===== config.mk =====
export PLATFORM = sky130hd
export DESIGN_NAME = radix_digit_converter
export DESIGN_NICKNAME = d
export VERILOG_FILES = /design/src/rtl/core/rdc_pkg.sv /design/src/rtl/core/radix_digit_converter.sv
export SDC_FILE = /design/constraint.sdc
export NUM_CORES = 1
export LEC_CHECK = 0
export BUFFER_PORTS_ARGS = -buffer_cell sky130_fd_sc_hd__buf_2
export CAP_MARGIN = 10
export CORE_MARGIN = 2
export CORE_UTILIZATION = 60
export DETAILED_ROUTE_END_ITERATION = 8
export PLACE_DENSITY_LB_ADDON = 0.3
export SYNTH_ARGS = -nofsm -noshare
export SYNTH_HDL_FRONTEND = slang
export SYNTH_SLANG_ARGS = --single-unit

===== constraint.sdc =====
create_clock -name i_clk -period 11.1 [get_ports i_clk]
set_input_delay 0.555 -clock i_clk [delete_from_list [all_inputs] [get_ports i_clk]]
set_output_delay 0.555 -clock i_clk [all_outputs]
set_load 0.005 [all_outputs]

===== src/rtl/core/rdc_pkg.sv =====
package rdc_pkg;

    // radix operation codes
    localparam logic [1:0] OP_DEC    = 2'd0;
    localparam logic [1:0] OP_OCT    = 2'd1;
    localparam logic [1:0] OP_HEX_LO = 2'd2;
    localparam logic [1:0] OP_HEX_UP = 2'd3;

    // length codes, the fourth code behaves like SIZE_32
    localparam logic [1:0] SIZE_32 = 2'd0;
    localparam logic [1:0] SIZE_64 = 2'd1;
    localparam logic [1:0] SIZE_16 = 2'd2;

    localparam int DEF_VALUE_BITS = 64;
    localparam int DEF_MAX_DIGITS = 22;

    localparam logic [7:0] CHAR_ZERO = 8'h30;
    localparam logic [7:0] CHAR_X_LO = 8'h78;
    localparam logic [7:0] CHAR_X_UP = 8'h58;
    localparam logic [7:0] CHAR_A_LO = 8'h61;
    localparam logic [7:0] CHAR_A_UP = 8'h41;

    typedef struct packed {
        logic [1:0]  operation;
        logic [63:0] value;
        logic [1:0]  size_mode;
        logic        alt_form;
    } t_in_item;

    typedef struct packed {
        logic [7:0] out_char;
        logic       last;
    } t_out_item;

    function automatic logic [7:0] digit_char(input logic [3:0] d, input logic upper);
        logic [7:0] c;
        if (d < 4'd10) begin
            c = CHAR_ZERO + {4'b0, d};
        end else begin
            c = (upper ? CHAR_A_UP : CHAR_A_LO) + {4'b0, d} - 8'd10;
        end
        return c;
    endfunction

endpackage


===== src/rtl/core/radix_digit_converter.sv =====
// channel  | direction | handshake                  | payload
// input    | in        | i_in_valid / o_in_ready    | i_in_item  (t_in_item)
// output   | out       | o_out_valid / i_out_ready  | o_out_item (t_out_item)
//
// one item at a time: ready only while idle
// decimal runs a shift-add-3 unit over all VALUE_BITS bits, octal and hex load their digits directly
// then leading zero digits are skipped, then the optional prefix and the digit chars are sent
// output register is held while i_out_ready is low, the prefix and digit states wait with it
// synchronous active-low reset returns the sequencer to idle and empties the output
module radix_digit_converter
    import rdc_pkg::*;
#(
    parameter int VALUE_BITS = DEF_VALUE_BITS,
    parameter int MAX_DIGITS = DEF_MAX_DIGITS
) (
    input  logic      i_clk,
    input  logic      i_rst_n,
    input  logic      i_in_valid,
    output logic      o_in_ready,
    input  t_in_item  i_in_item,
    output logic      o_out_valid,
    input  logic      i_out_ready,
    output t_out_item o_out_item
);

    localparam int CNT_W = $clog2(VALUE_BITS + 1);
    localparam int PTR_W = $clog2(MAX_DIGITS);
    localparam int EXT_W = (4 * MAX_DIGITS > VALUE_BITS) ? 4 * MAX_DIGITS : VALUE_BITS;
    localparam logic [PTR_W-1:0] PTR_TOP = PTR_W'(MAX_DIGITS - 1);

    typedef enum logic [5:0] {
        S_IDLE    = 6'b000001,
        S_CONV    = 6'b000010,
        S_SKIP    = 6'b000100,
        S_PREFIX0 = 6'b001000,
        S_PREFIX1 = 6'b010000,
        S_DIGITS  = 6'b100000
    } t_state;

    t_state                r_state, n_state;
    logic [1:0]            r_op, n_op;
    logic                  r_prefix, n_prefix;
    logic [VALUE_BITS-1:0] r_work, n_work;
    logic [CNT_W-1:0]      r_cnt, n_cnt;
    logic [PTR_W-1:0]      r_ptr, n_ptr;
    logic [3:0]            r_dig [MAX_DIGITS];
    logic [3:0]            n_dig [MAX_DIGITS];
    logic [3:0]            w_adj [MAX_DIGITS];
    logic                  r_out_valid, n_out_valid;
    t_out_item             r_out_item, n_out_item;

    logic                  w_accept;
    logic                  w_load;
    logic [VALUE_BITS-1:0] w_full;
    logic [VALUE_BITS-1:0] w_kept;
    logic [EXT_W-1:0]      w_ext;

    assign o_in_ready  = (r_state == S_IDLE);
    assign w_accept    = i_in_valid && o_in_ready;
    assign w_load      = !r_out_valid || i_out_ready;
    assign o_out_valid = r_out_valid;
    assign o_out_item  = r_out_item;

    assign w_full = i_in_item.value[VALUE_BITS-1:0];

    always_comb begin
        case (i_in_item.size_mode)
            SIZE_64: w_kept = w_full;
            SIZE_16: w_kept = w_full & VALUE_BITS'(16'hFFFF);
            default: w_kept = w_full & VALUE_BITS'(32'hFFFF_FFFF);
        endcase
    end

    assign w_ext = EXT_W'(w_kept);

    // add-3 correction on every bcd digit before the shift
    always_comb begin
        for (int i = 0; i < MAX_DIGITS; i++) begin
            w_adj[i] = (r_dig[i] >= 4'd5) ? (r_dig[i] + 4'd3) : r_dig[i];
        end
    end

    always_comb begin
        n_state     = r_state;
        n_op        = r_op;
        n_prefix    = r_prefix;
        n_work      = r_work;
        n_cnt       = r_cnt;
        n_ptr       = r_ptr;
        n_dig       = r_dig;
        n_out_valid = r_out_valid && !i_out_ready;
        n_out_item  = r_out_item;

        case (r_state)
            S_IDLE: begin
                if (w_accept) begin
                    n_op     = i_in_item.operation;
                    n_prefix = i_in_item.alt_form && (w_full != '0)
                               && (i_in_item.operation != OP_DEC);
                    n_work   = w_kept;
                    n_cnt    = CNT_W'(VALUE_BITS);
                    n_ptr    = PTR_TOP;
                    for (int i = 0; i < MAX_DIGITS; i++) begin
                        case (i_in_item.operation)
                            OP_DEC:  n_dig[i] = 4'd0;
                            OP_OCT:  n_dig[i] = {1'b0, w_ext[3*i +: 3]};
                            default: n_dig[i] = w_ext[4*i +: 4];
                        endcase
                    end
                    n_state = (i_in_item.operation == OP_DEC) ? S_CONV : S_SKIP;
                end
            end
            S_CONV: begin
                // bcd digits above MAX_DIGITS fall off the top
                for (int i = 0; i < MAX_DIGITS; i++) begin
                    if (i == 0) begin
                        n_dig[i] = {w_adj[i][2:0], r_work[VALUE_BITS-1]};
                    end else begin
                        n_dig[i] = {w_adj[i][2:0], w_adj[i-1][3]};
                    end
                end
                n_work = r_work << 1;
                n_cnt  = r_cnt - CNT_W'(1);
                if (r_cnt == CNT_W'(1)) begin
                    n_state = S_SKIP;
                end
            end
            S_SKIP: begin
                if (r_dig[r_ptr] == 4'd0 && r_ptr != '0) begin
                    n_ptr = r_ptr - PTR_W'(1);
                end else begin
                    n_state = r_prefix ? S_PREFIX0 : S_DIGITS;
                end
            end
            S_PREFIX0: begin
                if (w_load) begin
                    n_out_valid         = 1'b1;
                    n_out_item.out_char = CHAR_ZERO;
                    n_out_item.last     = 1'b0;
                    n_state             = (r_op == OP_OCT) ? S_DIGITS : S_PREFIX1;
                end
            end
            S_PREFIX1: begin
                if (w_load) begin
                    n_out_valid         = 1'b1;
                    n_out_item.out_char = (r_op == OP_HEX_UP) ? CHAR_X_UP : CHAR_X_LO;
                    n_out_item.last     = 1'b0;
                    n_state             = S_DIGITS;
                end
            end
            S_DIGITS: begin
                if (w_load) begin
                    n_out_valid         = 1'b1;
                    n_out_item.out_char = digit_char(r_dig[r_ptr], r_op == OP_HEX_UP);
                    n_out_item.last     = (r_ptr == '0);
                    if (r_ptr == '0) begin
                        n_state = S_IDLE;
                    end else begin
                        n_ptr = r_ptr - PTR_W'(1);
                    end
                end
            end
            default: begin
                n_state = S_IDLE;
            end
        endcase
    end

    always_ff @(posedge i_clk) begin
        if (!i_rst_n) begin
            r_state     <= S_IDLE;
            r_out_valid <= 1'b0;
        end else begin
            r_state     <= n_state;
            r_out_valid <= n_out_valid;
        end
    end

    always_ff @(posedge i_clk) begin
        r_op       <= n_op;
        r_prefix   <= n_prefix;
        r_work     <= n_work;
        r_cnt      <= n_cnt;
        r_ptr      <= n_ptr;
        r_dig      <= n_dig;
        r_out_item <= n_out_item;
    end

    // an accepted item goes straight into conversion or the zero skip
    a_accept_starts: assert property (@(posedge i_clk) disable iff (!i_rst_n)
        w_accept |=> (r_state == S_CONV || r_state == S_SKIP))
        else $error("accepted item did not start conversion");

    // conversion leaves the digit pointer at the top
    a_conv_ptr: assert property (@(posedge i_clk) disable iff (!i_rst_n)
        (r_state == S_CONV) |-> (r_ptr == PTR_TOP))
        else $error("digit pointer moved during conversion");

    // octal digits never exceed seven
    a_oct_digit: assert property (@(posedge i_clk) disable iff (!i_rst_n)
        ((r_state == S_SKIP || r_state == S_DIGITS) && r_op == OP_OCT)
        |-> (r_dig[r_ptr][3] == 1'b0))
        else $error("octal digit out of range");

    // the least significant digit closes the item and frees the input
    a_last_digit: assert property (@(posedge i_clk) disable iff (!i_rst_n)
        (r_state == S_DIGITS && w_load && r_ptr == '0)
        |=> (o_out_valid && o_out_item.last && r_state == S_IDLE))
        else $error("final digit not marked last");

endmodule

Word level (Yosys, flattened, before mapping)
Cells that the tools add are included.
{"block": "totals", "ff_bits": 183, "input_bits": 73, "word_cells": 206}
{"block": "classes", "add_sub_neg": 27, "n_lt_le_gt_ge": 24, "eq_ne": 21, "muxes": 79, "bitwise": 1, "n_reduce_logical": 23}
{"operator": "$pmux W64 S2", "count": 2}
{"operator": "$pmux W88 S2", "count": 1}
{"operator": "$pmux W4 S2", "count": 16}
{"operator": "$mux W4", "count": 23}
{"operator": "$ge A4 B3 Y1 const B", "count": 22}
{"operator": "$mux W88", "count": 1}
{"operator": "$add A4 B2 Y4 const B", "count": 21}
{"operator": "$mux W6", "count": 11}
{"operator": "$mux W64", "count": 1}
{"operator": "$reduce_bool A64 Y1", "count": 1}
{"operator": "$pmux W6 S6", "count": 1}
{"operator": "$mux W9", "count": 3}
{"operator": "$pmux W9 S3", "count": 1}
{"operator": "$mux W3", "count": 7}
{"operator": "$bmux W4 S5", "count": 1}
{"operator": "$mux W5", "count": 4}
{"operator": "$ne A2 B2 Y1 const B", "count": 8}
{"operator": "$pmux W5 S3", "count": 1}
{"operator": "$pmux W7 S2", "count": 1}
{"operator": "$add A7 B4 Y8", "count": 1}
{"operator": "$mux W8", "count": 1}
{"operator": "$sub A8 B4 Y8 const B", "count": 1}
{"operator": "$add A6 B4 Y7 const A", "count": 1}
{"operator": "$eq A7 B1 Y1 const B", "count": 1}
{"operator": "other kinds (31)", "count": 44}

Longest topological paths before layout
Gate-level depths: netlist of the first run.
{"block": "depth", "word_depth": 9, "ltp_mapped": 12}

Least setup slack after synthesis of the first run
Ideal clock, no wire load.
{"block": "synth_timing", "kind": "flip-flop to flip-flop", "startpoint": "register r_state[5]", "endpoint": "register r_cnt[0], enable pin", "setup_time_ps": 452, "arrival_ps": 3657, "required_ps": 10648, "slack_ps": 6991, "stages_incl_launch_ff": 6, "period_less_slack_ps": 4109, "path_cell_list": "dfxtp_1 or4_4 nor3b_1 clkbuf_1 clkbuf_1 or2_2"}
{"block": "synth_between", "elab_chain_cells": 4}
{"element": "start, declared", "line": "radix_digit_converter.sv:40", "text": "t_state r_state, n_state;"}
{"element": "start signal, assigned", "line": "radix_digit_converter.sv:174", "text": "r_state <= n_state;"}
{"element": "$eq A6 B1 Y1", "line": "radix_digit_converter.sv:58, radix_digit_converter.sv:94"}
{"element": "$logic_and A1 B1 Y1", "line": "radix_digit_converter.sv:59", "text": "assign w_accept = i_in_valid && o_in_ready;"}
{"element": "$ne A2 B1 Y1 (no line)"}
{"element": "$reduce_and A2 Y1 (no line) *"}
{"element": "end signal, assigned", "line": "radix_digit_converter.sv:183", "text": "r_cnt <= n_cnt;"}
{"element": "end, declared", "line": "radix_digit_converter.sv:44", "text": "logic [CNT_W-1:0] r_cnt, n_cnt;"}
Every way passes the cells marked *; elsewhere a longest branch is shown, timed or not.
A chain may end at the register's enable or synchronous reset.

Worst setup path in the final report of the first run
{"block": "layout_timing", "startpoint": "register r_ptr[1]", "endpoint": "register r_ptr[0], enable pin"}
{"block": "layout_between", "elab_chain_cells": 8}
{"element": "start, declared", "line": "radix_digit_converter.sv:45", "text": "logic [PTR_W-1:0] r_ptr, n_ptr;"}
{"element": "start signal, assigned", "line": "radix_digit_converter.sv:184", "text": "r_ptr <= n_ptr;"}
{"element": "$not A5 Y6 (implied by the code)", "line": "radix_digit_converter.sv:129", "text": "if (r_dig[r_ptr] == 4'd0 && r_ptr != '0) begin"}
{"element": "$bmux W4 S5", "line": "radix_digit_converter.sv:129"}
{"element": "$mux W4 (implied by the code) (2 in series)", "line": "radix_digit_converter.sv:129"}
{"element": "$logic_not A4 Y1", "line": "radix_digit_converter.sv:129"}
{"element": "$logic_and A1 B1 Y1", "line": "radix_digit_converter.sv:129"}
{"element": "$ne A2 B2 Y1 (no line)"}
{"element": "$reduce_and A5 Y1 (no line) *"}
Every way passes the cells marked *; elsewhere a longest branch is shown, timed or not. The select of a mux whose other input is x is not followed.

==> summary.md, run 1 <==
| Metric | Value |
|---|---|
| Min-Delay Path Class | input pin to register |
| Seq pwr share | 45.0% |
| Crit end category | register |
| Clock Power Share | 22.3% |
| Multi-input gate area | 5410 µm² |
| Avg WL per Cell | 20.2 µm |
| DR DRC count | 0 |
| Vias per cell | 6.40 |
| Critical setup path kind | register to register |
| Clock Tree Buf Depth | 2 |
| Sw frac | 37.6% |
| First-pass GRT wire length | 46,400 µm |
| Clock transition at path regs | 0.07 ns |
| Sw Pwr | 0.00104 W |
| CP max-delay cell | edfxtp_1 |
| EDFF count, synth | 175 |
| Worst-path fanout max | 17 |
| CP required | 11.17 ns |
| Layout Cells excl Fill | 1,459 |
| Max-cap viol count | 0 |
| CP delay by family, top | simple AND/OR/NAND/NOR gates |
| Place WS | 7.38 ns |
| Synth async-reset ratio | 0% |
| Vias in the first global route | 8,629 |
| Sequential area share after synthesis | 47.7% |
| Post-synth cell types | 64 |
| Number of buffers and inverters on the critical path | 1 |
| Ys Warns | 0 |
| Total power | 0.00278 W |
| ANT nets after route | 0 |
| Critical-path cell list | mux4_2 > mux2i_1 > nor3_1 > nor3_2 > ha_1 > inv_1 > a31oi_1 > a31oi_1 > nor3_1 |
| Fill cells | 1,405 |
| Post-synth top flop | edfxtp_1 |
| Synthesized cell area | 11,300 µm² |
| Nets | 1,334 |
| Lkg Pwr | 4.87 nW |
| Pre-Repair DR Iteration Count | 6 |
| I/O pins | 84 |
| Routed vias | 9,343 |
| Initial DRC count | 1,159 |
| Peak supply drop | 0.130 mV |
| Fin worst setup slack | 7.32 ns |
| Final setup viols | 0 |
| Final Hold Fails | 0 |
| Largest net degree at the start of global routing | 102 |
| Max Freq | 0.264 GHz |
| Die Height | 141 µm |
| Max-slew violation count | 0 |
| CTS buffer count | 17 |
| Post-detail-place hpwl | 20,200 µm |
| Final Critical Period | 3.78 ns |
| Clock sink total | 182 |
| Combinational share of power | 32.6% |
| Share of cells above drive strength 1 | 12.5% |
| Post_cts resized | 0 |
| Post-Route WL | 29,400 µm |
| Mean Syn Cell Area | 9.68 µm² |
| Status | completed |
| Slew headroom | 25.6% |
| Sequential cell area | 5400 µm² |
| Setup TNS | 0 ns |
| Root buf cell | clkbuf_16 |
| Type of origin of the critical path | register |
| RSZ-0062 raised after global routing | no |
| Rows | 50 |
| Initial Utilization | 60.9% |
| Synth Net Count | 1,292 |
| Post-CTS Setup Inserts | 0 |
| Cells after Synth | 1,169 |
| Crit path DAT | 3.85 ns |
| Period Utilization, post-route | 34.1% |
| Yosys reg bits | 182 |
| Area Overhead vs Synth | 9.45% |
| Core area | 18,600 µm² |
| Grt total ovfl | 0 |
| Post-CTS Hold Buffers | 0 |
| Die area | 20,000 µm² |
| CP max stage delay | 0.78 ns |
| Die W | 141 µm |
| CTS tree | built |
| Clk_skew | 0.0103 ns |
| Clock Latency Late Sink | 0.44 ns |
| I/O Buffers | 82 |
| Placed cells | 1,426 |
| CTS H-tree lvls | 4 |
| Power per cell area | 224 nW/µm² |
| Worst slew pin tran | 1.11 ns |
| Initial antenna violation count | 0 |
| RD Place Congestion | 0.925 |
| Total track usage | 29.7% |
| Int Power | 0.00173 W |
[final timing paths]
| kind | from | end | slack (ns) | cells after the start |
|---|---|---|---|---|
| setup / recovery | r_ptr[1] | r_ptr[0] | 7.32 | 9 |
| hold / removal | i_rst_n | r_state[2] | 0.44 | 2 |
| setup reg to reg | r_ptr[1] | r_ptr[0] | 7.32 | 9 |
| hold reg to reg | r_work[58] | r_work[59] | 0.51 | 2 |
[routing by layer]
metal	global-route usage (%)	vias up	wire, µm
met4	9.53	0	771
met1	42.0	4420	12100
met3	6.11	58	2890
li1	-	4332	-
met5	0	-	0
met2	46.5	533	13700
[final cells by class]
class / count / area share [%]
Clock buffer: 17 / 3.43
Multi-Input combinational cell: 863 / 43.6
Clock inverter: 15 / 1.42
Tap cell: 234 / 2.36
Timing Repair Buffer: 91 / 3.86
Inverter: 56 / 1.70
Antenna cell: 1 / 0.0202
Sequential cell: 182 / 43.6
[power groups by stage]
stage | combinational (W) | sequential (W) | clock (W)
4_1_cts | 0.000897 | 0.00124 | 0.000625
2_1_floorplan | 0.000707 | 0.00118 | 0
3_3_place_gp | 0.000855 | 0.00125 | 0
6_report | 0.000906 | 0.00125 | 0.000621
3_5_place_dp | 0.000885 | 0.00126 | 0
5_1_grt | 0.00100 | 0.00127 | 0.000651
[cells by family after synthesis]
kind of cell / Yosys count / share of synthesized area [%]
AOI/OAI and AO/OA: 244 / 13.1
adders and majority gates: 50 / 5.53
other: 1 / 0.0331
muxes: 41 / 5.00
DFF: 182 / 47.7
xor gates and xnor gates: 42 / 3.25
buffers and inverters: 124 / 4.64
and+or+nand+nor: 485 / 20.7
[placed cells by master (no fill, tap or decap), types with 12 or more instances in the layout]
master       n
nand2_1    212
edfxtp_1   175
buf_2       82
a21oi_1     81
nand3_1     79
o21ai_0     77
inv_1       56
nor2_1      53
ha_1        50
nor3b_1     30
nand2b_1    27
xnor2_1     27
mux2i_1     25
a22oi_1     20
nor4_1      19
clkbuf_16   17
xor2_1      15
nor3_1      13
mux4_2      12
[flip-flops by register name (all words and copies together), names as in the netlist]
register     count
o_out_item       8
o_out_valid      1
r_cnt            7
r_dig           88
r_op             2
r_prefix         1
r_ptr            5
r_state          6
r_work          64
[synth_stat cells, drive strengths merged, types with 6 or more instances]
library cell  count  share of area [%]
nor2             53                1.8
a221o             7               0.62
edfxtp          175                 46
mux4             12                2.4
nand4             6               0.33
a22oi            20                1.3
nor3b            31                2.1
nor4             19                1.1
ha               50                5.5
nor3             16               0.84
o21ai            79                3.5
clkbuf           29               0.97
inv              56                1.9
buf              39                1.8
xor2             15                1.2
nand3            79                3.5
nand2b           27                1.5
nand2           212                7.0
dfxtp             7                1.2
mux2i            25                2.2
xnor2            27                2.1
and3              6               0.33
a211oi            9               0.60
nand3b            9               0.60
o31ai             7               0.46
and2              7               0.39
a21oi            81                3.6
[stage by stage]
step / instance area [µm²] / util [%] / hold slack (ns)
floorplan: 11300 / - / 0.479
global placement: 11800 / 63.4 / 0.484
detailed placement: 11800 / 63.4 / 0.493
CTS: 12400 / 66.7 / 0.423
global route: 12400 / 66.7 / 0.443
finish: 12400 / 66.7 / 0.444
Power figures use the tool's default switching activity.
==> run 2, diff against run 1 <==
--- a/config.mk
+++ b/config.mk
@@ -8,7 +8,7 @@
 export BUFFER_PORTS_ARGS = -buffer_cell sky130_fd_sc_hd__buf_2
 export CAP_MARGIN = 10
 export CORE_MARGIN = 2
-export CORE_UTILIZATION = 60
+export CORE_UTILIZATION = 55
 export DETAILED_ROUTE_END_ITERATION = 8
 export PLACE_DENSITY_LB_ADDON = 0.3
 export SYNTH_ARGS = -nofsm -noshare
==> constraint.sdc (replaced) <==
create_clock -name i_clk -period 3.2 [get_ports i_clk]
set_input_delay 0.16 -clock i_clk [delete_from_list [all_inputs] [get_ports i_clk]]
set_output_delay 0.16 -clock i_clk [all_outputs]
set_load 0.005 [all_outputs]
==> run 2 against run 1 <==
Sequential cell count unchanged. First-iteration DRC count shrank 1.5%. Register-to-register slack worse by 7.1 ns. Largest power group unchanged. Worst hold slack worse by 0.40 ns. Critical endpoint is now r_dig[42]. Largest cell class unchanged. Critical path depth down 4. Via count up 0.36%.
==> summary.md, run 2 (synthesis results as in run 1) <==
| Metric | Value |
|---|---|
| Max reg flops | 88 (unchanged) |
| Crit end category | register |
| Final Critical Period | 2.98 ns (-0.805 ns) |
| RD Place Congestion | 0.907 (-1.9%) |
| Max-slew violation count | 0 (unchanged) |
| Root buf cell | clkbuf_16 |
| Vias in the first global route | 8,750 (+1.4%) |
| CP delay by family, top | simple AND/OR/NAND/NOR gates |
| CP max-delay cell | or3b_4 |
| Place WS | 0.158 ns (-7.22 ns) |
| Initial Utilization | 55.9% (-5.0 points) |
| Total track usage | 27.8% (-1.9 points) |
| Clock Latency Late Sink | 0.44 ns (about the same) |
| Largest net degree at the start of global routing | 99 (-2.9%) |
| Clk_skew | 0.0119 ns (+0.00163 ns) |
| Reg-to-Reg End | r_dig[42] |
| Status | completed |
| CTS buffer count | 17 (unchanged) |
| Crit path DAT | 3.17 ns (-0.68 ns) |
| Max-cap viol count | 0 (unchanged) |
| Reg2reg setup slack | 0.22 ns (-7.10 ns) |
| Combinational share of power | 35.3% (+2.7 points) |
| CP Launch Point | r_state[5] |
| Die area | 21,700 µm² (+8.8%) |
| Routed vias | 9,377 (+0.36%) |
| DR DRC count | 0 (unchanged) |
| Most frequent cells in the layout | 212 x nand2_1, 175 x edfxtp_1, 82 x buf_2 |
| Worst-path fanout max | 39 (+22) |
| Vias per cell | 6.19 (-3.3%) |
| CP max stage delay | 0.62 ns (-0.16 ns) |
| Max Freq | 0.336 GHz (+27%) |
| Final Hold Fails | 0 (unchanged) |
| CTS H-tree lvls | 4 (unchanged) |
| Clock transition at path regs | 0.07 ns (about the same) |
| I/O pins | 84 (unchanged) |
| Sw frac | 37.5% (-0.054 points) |
| Crit path to | r_dig[42] |
| RSZ-0062 raised after global routing | no |
| CTS tree | built |
| Die W | 147 µm (+4.3%) |
| Type of origin of the critical path | register |
| Peak supply drop | 0.535 mV (+310%) |
| Number of buffers and inverters on the critical path | 0 (-1) |
| Grt total ovfl | 0 (unchanged) |
| Die Height | 147 µm (+4.3%) |
| Post-Route WL | 29,600 µm (+0.62%) |
| Critical setup path kind | register to register |
| Clock Power Share | 21.3% (-1.0 points) |
| Reg2reg start | r_state[5] |
| Placed cells | 1,481 (+3.9%) |
| Seq pwr share | 43.4% (-1.6 points) |
| Clock Tree Buf Depth | 2 (unchanged) |
| Fin worst setup slack | 0.222 ns (-7.10 ns) |
| Diode count | 0 (-1) |
| Final setup viols | 0 (unchanged) |
| Int Power | 0.00616 W (+260%) |
| Pre-Repair DR Iteration Count | 6 (unchanged) |
| Min-Delay Path Class | input pin to register |
| Share of cells above drive strength 1 | 14.1% (+1.6 points) |
| Post-detail-place hpwl | 20,800 µm (+3.0%) |
| Avg WL per Cell | 19.5 µm (-3.1%) |
| Rows | 52 (+4.0%) |
| Core area | 20,200 µm² (+8.9%) |
| I/O Buffers | 82 (unchanged) |
| Worst slew pin tran | 1.07 ns (-0.0354 ns) |
| Slew headroom | 28.5% (+2.9 points) |
| Clock sink total | 182 (unchanged) |
| Initial antenna violation count | 0 (unchanged) |
| Layout Cells excl Fill | 1,515 (+3.8%) |
| ANT nets after route | 0 (unchanged) |
| Worst path depth | 5 (-4) |
| First-pass GRT wire length | 47,200 µm (+1.7%) |
| Critical-path cell list | or4_4 > or3b_4 > and3_1 > a22oi_1 > nand2_1 |
| Biggest register | r_dig |
| CP required | 3.39 ns (-7.78 ns) |
| Power per cell area | 776 nW/µm² (+250%) |
| Lkg Pwr | 5.01 nW (+2.9%) |
| R2R depth | 5 (-4) |
| Commonest non-fill, non-tap cell in the layout | nand2_1 |
| Nets | 1,355 (+1.6%) |
| Setup TNS | 0 ns (unchanged) |
| Initial DRC count | 1,142 (-1.5%) |
| Period Utilization, post-route | 93.1% (+59 points) |
| Area Overhead vs Synth | 12.3% |
| Sw Pwr | 0.00370 W (+250%) |
==> run 2: layout make-up <==
class / instances / area (µm²)
Timing Repair Buffer: 112 / 761
Inverter: 56 / 210
Multi-Input combinational cell: 863 / 5420
Clock buffer: 17 / 425
Sequential cell: 182 / 5400
Tap cell: 270 / 338
Fill cell: 1643 / 7530
Clock inverter: 15 / 158
==> run 2: layer usage <==
metal	GRT usage (%)	part of all wire, %
met3	5.59	9.6
met5	0	0
met2	43.9	46
met4	9.62	2.6
met1	38.9	42
==> run 2: worst min-delay path by stage <==
| stage | start | endpoint | cells after the start |
|---|---|---|---|
| after floorplan | i_in_item[67] | r_op[0] | 0 |
| after global placement | r_work[3] | r_work[4] | 2 |
| after detailed placement | i_rst_n | r_state[2] | 2 |
| after CTS | i_in_item[11] | r_work[8] | 3 |
| after global routing | i_in_item[12] | r_work[9] | 3 |
| final | i_in_item[11] | r_work[8] | 3 |
==> run 2: what timing repair did <==
item	in CTS	in global routing
gates resized for setup	0	1
setup buffers	0	2
hold buffers	0	0
endpoints found under the hold margin	0	0
setup endpoints to repair	0	5
==> run 2: worst register-to-register path, cell delays in order, from the launching register on <==
cell     delay, ns
dfxtp_1       0.38
or4_4         0.59
or3b_4        0.62
and3_1        0.65
a22oi_1       0.40
nand2_1       0.09
==> run 2: power by group through the flow <==
stage | logic (W) | registers, W | clock network [W]
2_1_floorplan | 0.00246 | 0.00407 | 0
3_3_place_gp | 0.00331 | 0.00429 | 0
3_5_place_dp | 0.00341 | 0.00431 | 0
4_1_cts | 0.00345 | 0.00426 | 0.00211
5_1_grt | 0.00389 | 0.00436 | 0.00220
6_report | 0.00348 | 0.00428 | 0.00210
==> run 2: through the flow <==
stage                     total power (W)  utilization (%)  hold slack [ns]  area [µm²]
after floorplan                   0.00653                -            0.259       11300
after global placement            0.00760             59.8            0.485       12100
after detailed placement          0.00772             59.8            0.494       12100
after CTS                         0.00982             62.7           0.0367       12700
after global routing               0.0104             62.8           0.0469       12700
final                             0.00986             62.8           0.0461       12700
